--- src/rtl/ntfp_pkg.sv ---
// shared types and constants for the number to fixed point converter
package ntfp_pkg;

    typedef enum logic [1:0] {
        MODE_INT32   = 2'd0,
        MODE_INT64   = 2'd1,
        MODE_FLOAT32 = 2'd2,
        MODE_FLOAT64 = 2'd3
    } mode_t;

    // unpacked value: magnitude integer msb-aligned with a power of two
    // value = mant * 2^(exp - 63), mant[63] set when nonzero
    typedef struct packed {
        logic               valid;
        logic               is_zero;
        logic               is_nan;
        logic               is_inf;
        logic               neg;
        logic [63:0]        mant;
        logic signed [12:0] exp;
        logic signed [7:0]  top;
        logic [6:0]         wid;
    } unp_t;

    // fixed-point stage: truncated pattern before sign handling
    typedef struct packed {
        logic        valid;
        logic        neg;
        logic        ovf;
        logic [63:0] pat;
        logic [63:0] mask;
    } fix_t;

endpackage

--- src/rtl/number_to_fixed_point_bits.sv ---
// top level: four-stage converter from int or float to fixed-point bits
// Converts int32, int64, float32 or float64 raw values into a width-bit
// fixed-point pattern whose top bit weighs 2^top_bit_weight, truncating
// toward zero; on overflow the magnitude saturates to all ones before
// negation. A transaction is accepted every cycle while in_stall is low;
// it passes four register stages (decode, normalize, align, sign), and
// the whole pipe holds still while a held result is stalled. signed_mode
// must be written only while idle by the user; the block does not check.
module number_to_fixed_point_bits
(
    input  logic              clk,
    input  logic              rst_n,
    input  logic              cfg_we,
    input  logic              cfg_wdata,
    input  logic              in_valid,
    output logic              in_stall,
    input  logic [1:0]        mode,
    input  logic [63:0]       value_bits,
    input  logic signed [7:0] top_bit_weight,
    input  logic [6:0]        width,
    output logic              out_valid,
    input  logic              out_stall,
    output logic [63:0]       pattern,
    output logic              overflowed
);
    import ntfp_pkg::*;

    logic signed_mode_reg;
    logic advance;
    unp_t unp;
    fix_t fix;
    logic out_valid_reg;
    logic [63:0] pattern_reg;
    logic overflowed_reg;

    // pipe moves when the output slot is empty or being taken
    assign advance  = !out_valid_reg || !out_stall;
    assign in_stall = !advance;

    // configuration register
    always_ff @(posedge clk or negedge rst_n)
    begin
        if (!rst_n)
        begin
            signed_mode_reg <= 1'b0;
        end
        else if (cfg_we)
        begin
            signed_mode_reg <= cfg_wdata;
        end
    end

    ntfp_unpack u_unpack
    (
        .clk            (clk),
        .rst_n          (rst_n),
        .advance        (advance),
        .in_valid       (in_valid),
        .mode           (mode),
        .value_bits     (value_bits),
        .top_bit_weight (top_bit_weight),
        .width          (width),
        .unp            (unp)
    );

    ntfp_align u_align
    (
        .clk     (clk),
        .rst_n   (rst_n),
        .advance (advance),
        .unp     (unp),
        .fix     (fix)
    );

    // stage four: optional two's complement negation
    always_ff @(posedge clk or negedge rst_n)
    begin
        if (!rst_n)
        begin
            out_valid_reg <= 1'b0;
        end
        else if (advance)
        begin
            out_valid_reg <= fix.valid;
        end
    end

    always_ff @(posedge clk)
    begin
        if (advance)
        begin
            pattern_reg    <= (signed_mode_reg && fix.neg)
                              ? ((~fix.pat + 64'd1) & fix.mask) : fix.pat;
            overflowed_reg <= fix.ovf;
        end
    end

    assign out_valid  = out_valid_reg;
    assign pattern    = pattern_reg;
    assign overflowed = overflowed_reg;

`ifndef SYNTHESIS
    a_hold_valid: assert property (@(posedge clk) disable iff (!rst_n)
        out_valid && out_stall |=> out_valid)
        else $error("result dropped under stall");
    a_hold_data: assert property (@(posedge clk) disable iff (!rst_n)
        out_valid && out_stall |=> $stable(pattern) && $stable(overflowed))
        else $error("result changed under stall");
    a_ovf_ones: assert property (@(posedge clk) disable iff (!rst_n)
        out_valid && overflowed && !signed_mode_reg |-> pattern[0])
        else $error("overflow without saturation");
`endif

endmodule

--- src/rtl/ntfp_unpack.sv ---
// stages one and two: type decode, int64 rounding, normalization
module ntfp_unpack
(
    input  logic               clk,
    input  logic               rst_n,
    input  logic               advance,
    input  logic               in_valid,
    input  logic [1:0]         mode,
    input  logic [63:0]        value_bits,
    input  logic signed [7:0]  top_bit_weight,
    input  logic [6:0]         width,
    output ntfp_pkg::unp_t     unp
);
    import ntfp_pkg::*;

    // stage one: raw magnitude as integer with exponent, not yet normalized
    logic               s1_valid_reg, s1_valid_next;
    logic               s1_zero_reg, s1_nan_reg, s1_inf_reg, s1_neg_reg;
    logic [63:0]        s1_mag_reg;
    logic signed [12:0] s1_exp_reg;
    logic               s1_is_int64_reg;
    logic signed [7:0]  s1_top_reg;
    logic [6:0]         s1_wid_reg;

    logic               d_zero, d_nan, d_inf, d_neg;
    logic [63:0]        d_mag;
    logic signed [12:0] d_exp;
    logic [31:0]        lo;

    assign s1_valid_next = in_valid;
    assign lo = value_bits[31:0];

    // decode the raw value into sign, integer magnitude and exponent of its lsb
    always_comb
    begin
        d_zero = 1'b0;
        d_nan  = 1'b0;
        d_inf  = 1'b0;
        d_neg  = 1'b0;
        d_mag  = '0;
        d_exp  = '0;
        unique case (mode_t'(mode))
            MODE_INT32:
            begin
                d_neg = lo[31];
                d_mag = {32'd0, lo[31] ? (~lo + 32'd1) : lo};
                d_exp = 13'sd0;
            end
            MODE_INT64:
            begin
                d_neg = value_bits[63];
                d_mag = value_bits[63] ? (~value_bits + 64'd1) : value_bits;
                d_exp = 13'sd0;
            end
            MODE_FLOAT32:
            begin
                d_neg = lo[31];
                if (lo[30:23] == 8'hFF)
                begin
                    d_nan = (lo[22:0] != 23'd0);
                    d_inf = (lo[22:0] == 23'd0);
                end
                else if (lo[30:23] == 8'd0)
                begin
                    d_mag = {41'd0, lo[22:0]};
                    d_exp = -13'sd149;
                end
                else
                begin
                    d_mag = {40'd0, 1'b1, lo[22:0]};
                    d_exp = $signed({5'd0, lo[30:23]}) - 13'sd150;
                end
            end
            MODE_FLOAT64:
            begin
                d_neg = value_bits[63];
                if (value_bits[62:52] == 11'h7FF)
                begin
                    d_nan = (value_bits[51:0] != 52'd0);
                    d_inf = (value_bits[51:0] == 52'd0);
                end
                else if (value_bits[62:52] == 11'd0)
                begin
                    d_mag = {12'd0, value_bits[51:0]};
                    d_exp = -13'sd1074;
                end
                else
                begin
                    d_mag = {11'd0, 1'b1, value_bits[51:0]};
                    d_exp = $signed({2'd0, value_bits[62:52]}) - 13'sd1075;
                end
            end
            default: ;
        endcase
        d_zero = !d_nan && !d_inf && (d_mag == 64'd0);
    end

    always_ff @(posedge clk or negedge rst_n)
    begin
        if (!rst_n)
        begin
            s1_valid_reg <= 1'b0;
        end
        else if (advance)
        begin
            s1_valid_reg <= s1_valid_next;
        end
    end

    always_ff @(posedge clk)
    begin
        if (advance)
        begin
            s1_zero_reg     <= d_zero;
            s1_nan_reg      <= d_nan;
            s1_inf_reg      <= d_inf;
            s1_neg_reg      <= d_neg && !d_zero;
            s1_mag_reg      <= d_mag;
            s1_exp_reg      <= d_exp;
            s1_is_int64_reg <= (mode_t'(mode) == MODE_INT64);
            s1_top_reg      <= top_bit_weight;
            s1_wid_reg      <= width;
        end
    end

    // stage two: leading zero count and normalizing shift
    logic [6:0]  lz;
    logic [63:0] norm;
    logic [63:0] rounded;
    logic        carry;
    logic signed [12:0] n_exp;
    logic        lsb, guard, sticky, rnd_up;

    always_comb
    begin
        lz = 7'd0;
        for (int i = 0; i < 64; i++)
        begin
            if (s1_mag_reg[i])
            begin
                lz = 7'(63 - i);
            end
        end
    end

    assign norm = s1_mag_reg << lz[5:0];

    // int64 rounds to 53 significant bits, ties to even
    always_comb
    begin
        lsb     = norm[11];
        guard   = norm[10];
        sticky  = (norm[9:0] != 10'd0);
        rnd_up  = s1_is_int64_reg && guard && (sticky || lsb);
        carry   = 1'b0;
        rounded = norm;
        if (s1_is_int64_reg)
        begin
            {carry, rounded} = {1'b0, norm[63:11], 11'd0}
                               + (rnd_up ? 65'h800 : 65'd0);
        end
        n_exp = s1_exp_reg + 13'sd63 - $signed({6'd0, lz});
        if (carry)
        begin
            rounded = 64'h8000_0000_0000_0000;
            n_exp   = n_exp + 13'sd1;
        end
    end

    always_ff @(posedge clk or negedge rst_n)
    begin
        if (!rst_n)
        begin
            unp <= '0;
        end
        else if (advance)
        begin
            unp.valid   <= s1_valid_reg;
            unp.is_zero <= s1_zero_reg;
            unp.is_nan  <= s1_nan_reg;
            unp.is_inf  <= s1_inf_reg;
            unp.neg     <= s1_neg_reg;
            unp.mant    <= rounded;
            unp.exp     <= n_exp;
            unp.top     <= s1_top_reg;
            unp.wid     <= s1_wid_reg;
        end
    end

endmodule

--- src/rtl/ntfp_align.sv ---
// stage three: place the normalized value on the fixed-point grid
module ntfp_align
(
    input  logic           clk,
    input  logic           rst_n,
    input  logic           advance,
    input  ntfp_pkg::unp_t unp,
    output ntfp_pkg::fix_t fix
);
    import ntfp_pkg::*;

    logic [6:0]         w;
    logic [63:0]        mask;
    logic signed [12:0] msb_pos;
    logic signed [12:0] top_ext;
    logic signed [12:0] sh;
    logic [63:0]        shifted;
    logic               ovf;
    logic [63:0]        pat;

    always_comb
    begin
        w    = (unp.wid > 7'd64) ? 7'd64 : unp.wid;
        mask = (w == 7'd64) ? '1 : ((64'd1 << w[5:0]) - 64'd1);
        top_ext = 13'(unp.top);
        // msb of value sits at weight exp; lsb of output at top - w + 1
        msb_pos = unp.exp - (top_ext - $signed({6'd0, w}) + 13'sd1);
        ovf = unp.is_inf || (!unp.is_zero && (unp.exp > top_ext));
        sh  = 13'sd63 - msb_pos;
        if (unp.is_zero || unp.is_nan || sh > 13'sd63)
        begin
            shifted = '0;
        end
        else
        begin
            shifted = unp.mant >> sh[5:0];
        end
        pat = ovf ? mask : (shifted & mask);
        if (unp.is_nan || w == 7'd0)
        begin
            pat = '0;
            ovf = 1'b0;
        end
    end

    always_ff @(posedge clk or negedge rst_n)
    begin
        if (!rst_n)
        begin
            fix <= '0;
        end
        else if (advance)
        begin
            fix.valid <= unp.valid;
            fix.neg   <= unp.neg && !unp.is_nan;
            fix.ovf   <= ovf;
            fix.pat   <= pat;
            fix.mask  <= mask;
        end
    end

endmodule

--- config.mk ---
export PLATFORM = sky130hd
export DESIGN_NAME = number_to_fixed_point_bits
export DESIGN_NICKNAME = d
export VERILOG_FILES = /design/src/rtl/ntfp_pkg.sv /design/src/rtl/number_to_fixed_point_bits.sv /design/src/rtl/ntfp_unpack.sv /design/src/rtl/ntfp_align.sv
export SDC_FILE = /design/constraint.sdc
export NUM_CORES = 2
export LEC_CHECK = 0
export ABC_CLOCK_PERIOD_IN_PS = 13050
export BUFFER_PORTS_ARGS = -buffer_cell sky130_fd_sc_hd__clkbuf_2
export CORE_ASPECT_RATIO = 1.75
export CORE_MARGIN = 5
export CORE_UTILIZATION = 40
export CTS_BUF_LIST = sky130_fd_sc_hd__clkbuf_16
export CTS_CLUSTER_SIZE = 16
export DETAILED_ROUTE_END_ITERATION = 10
export SLEW_MARGIN = 20
export SYNTH_ARGS = -nofsm -noshare
export SYNTH_HDL_FRONTEND = slang
export SYNTH_SLANG_ARGS = --single-unit
--- constraint.sdc ---
create_clock -name clk -period 13.05 [get_ports clk]
set_clock_uncertainty 0.15 [all_clocks]
set_input_delay 0.6525 -clock clk [delete_from_list [all_inputs] [get_ports clk]]
set_output_delay 0.6525 -clock clk [all_outputs]
set_load 0.005 [all_outputs]
==> results.cfg <==
[clock_network]
clock_path_buffers = 3
cts_tree = built
post_cts_resize_count = 0
worstSkewPairLatency_ns = 0.61
post_cts_buffers = 0
numCtsBuffers = 41
cts_root_buffer = clkbuf_16
cts.sinks = 392
h-tree-depth = 2
path_clk_slew_ns = 0.07

[logic_synthesis]
synth.distinct_cells = 117
ys_ff_latch = 392
yosys.area.top_type = dfrtp_1
syn_inst = 4228
yosys-top-cells-count = 446 x nand2_1, 408 x nor2_1, 407 x a21oi_1, 311 x o21ai_0, 235 x mux2i_1
ys_warn_count = 0
ys_seq_area_share_pct = 31.6
synth_area_leaders = dfrtp_1 17%, edfxtp_1 14%, mux2i_1 7.0%
synth_area_um2 = 33600
synth_edf_count = 161
synth_area_per_cell_um2 = 7.94
synth.most_common_cell = nand2_1
async_flop_share_pct = 58.9
synth_ff_type = dfrtp_1
syn-num-nets = 4389
netlist.area_leader.share_pct = 17.2

[placement]
gp_congestion = 1.09
dp_hpwl_um = 114000
place_area_um2 = 35100
place_ws_ns = 5.36
io_buffers = 153

[worst_setup_path]
setup.worst_path.end_class = flip-flop
r2r_cells = 16
r2r_end = u_unpack.unp[59]
crit_arrival_ns = 8.50
r2r_start = u_unpack.s1_mag_reg[43]
path_max_fanout = 66
cp-start-kind = flip-flop
r2r_slack_ns = 4.85
setup.worst_path.class = flip-flop to flip-flop
worst_ep_required_time_ns = 13.35

[layout]
largest_reg_flops = 131
top_register = u_align.fix
area_growth_syn_to_layout_pct = 8.48
fin_util_pct = 43.8
biggestRegsByFlops = u_align.fix: 131 flops, u_unpack.unp: 97 flops
drive_above_1_share_pct = 10.9
fin_area_um2 = 36400
nets = 4358

[hold_path]
worst_hold_startpoint = top_bit_weight[7]
holdPathEnd = u_unpack.s1_top_reg[7]
whs_path_depth = 1
hold_class = primary input to flip-flop

[die]
dieWidth_um = 229
die_h_um = 393
io_pins = 154
die_area_um2 = 90000
num_rows = 140
floorplan.initialDensity_pct = 40.3
core_um2 = 83200

[flow_run]
drv_cap = 0

[timing]
fmax_mhz = 122
fin_ws_ns = 4.85
tns_ns = 0
hold_viol = 0
fin_crit_ns = 8.20
relSlewSlack_pct = 12.4
setup_violations = 0
rsz0062_at_grt = false
fin_crit_sh_pct = 62.8
max_slew.worst_pin.slew_ns = 1.30
timing.final.max_slew_violations = 0

[global_routing]
track_usage_pct = 32.1
grt_pass1_wl_um = 220000
grt_pass1_vias = 33800
grt_antenna_before_repair = 8
overflow = 0
grt_max_degree = 193

[routing]
vias = 34000
wl_per_cell_um = 28.0
via_per_inst = 6.42
drtIter0Drc = 2820
dr.pass1.iters = 7
postRouteAntennaNets = 0
wl_um = 149000
drc = 0

[status]
outcome = completed
-- metal layers --
metal | up-vias | wire, um | GRT usage (%)
met5 | - | 31 | 0
met4 | 4 | 17600 | 30.4
met3 | 696 | 8470 | 5.86
met2 | 1610 | 75300 | 58.3
met1 | 16100 | 47200 | 29.9
li1 | 15700 | - | -
-- layout by cell type (no fill, tap or decap), drive strengths merged, types with 56 or more instances in the layout --
cell / instances
clkbuf: 195
and3: 56
a31oi: 61
xor2: 59
nand3: 133
inv: 169
mux2: 57
o21ai: 325
nor2: 409
a21oi: 407
o22ai: 125
nor4: 87
edfxtp: 161
dfrtp: 231
nand2: 446
nor3: 110
a211oi: 56
buf: 90
mux2i: 235
ha: 71
xnor2: 69
-- cell families after synthesis --
family | Yosys count | share of synthesized area, %
AO/OA/AOI/OAI | 1346 | 25.1
XOR/XNOR | 128 | 3.34
adder cells (fa/ha/maj) | 74 | 2.83
buffers and inverters | 468 | 5.92
flip-flops | 392 | 31.6
multiplexers | 296 | 9.20
AND/OR/NAND/NOR | 1524 | 22.0
-- final cells by class --
class	instances	area (um2)
multi-input combinational	3368	21100
inverter	151	572
timing repair buffer	243	1460
clock inverter	33	208
fill	8531	46800
sequential	392	10600
clock buffer	43	1080
tap	1065	1330
antenna	6	15.0
-- how the worst max path moves through the flow --
stage	startpoint	endpoint	slack [ns]	cells after the start
floorplan	out_stall	overflowed	6.72	3
global placement	u_unpack.s1_mag_reg[43]	u_unpack.unp[77]	5.40	17
detailed placement	u_unpack.s1_mag_reg[41]	u_unpack.unp[59]	5.36	18
CTS	u_unpack.s1_mag_reg[41]	u_unpack.unp[59]	5.37	18
global route	u_unpack.s1_mag_reg[43]	u_unpack.unp[59]	4.69	16
finish	u_unpack.s1_mag_reg[43]	u_unpack.unp[59]	4.85	16
-- repair_timing --
item,in CTS,in global routing
endpoints found under the setup margin,0,0
hold buffers,1,0
hold endpoints to repair,89,0
-- per-stage QoR --
stage	std cells	hold slack (ns)
final	5301	0.0822
after global routing	5295	0.0646
after CTS	5292	0.0496
after detailed placement	5215	0.284
after global placement	5215	0.280
after floorplan	4228	0.207
-- worst max-delay path: stages (launching register included) --
cell and delay [ns]:
edfxtp_1 0.54, or3_1 0.47, nor4_1 0.94, a2111oi_2 0.38, o21a_2 0.23, buf_4 0.34
nor2_4 0.19, buf_4 0.52, a21boi_0 0.46, a2111oi_0 0.79, a22oi_1 0.53, o221ai_1 0.42
nand3_2 0.19, or3b_1 0.49, or3_4 0.42, o21ai_1 0.66, o21ai_0 0.22
Power is left out: the tool's default activity adds up to more than one toggle a clock period on the data nets, which glitch-free logic cannot reach.
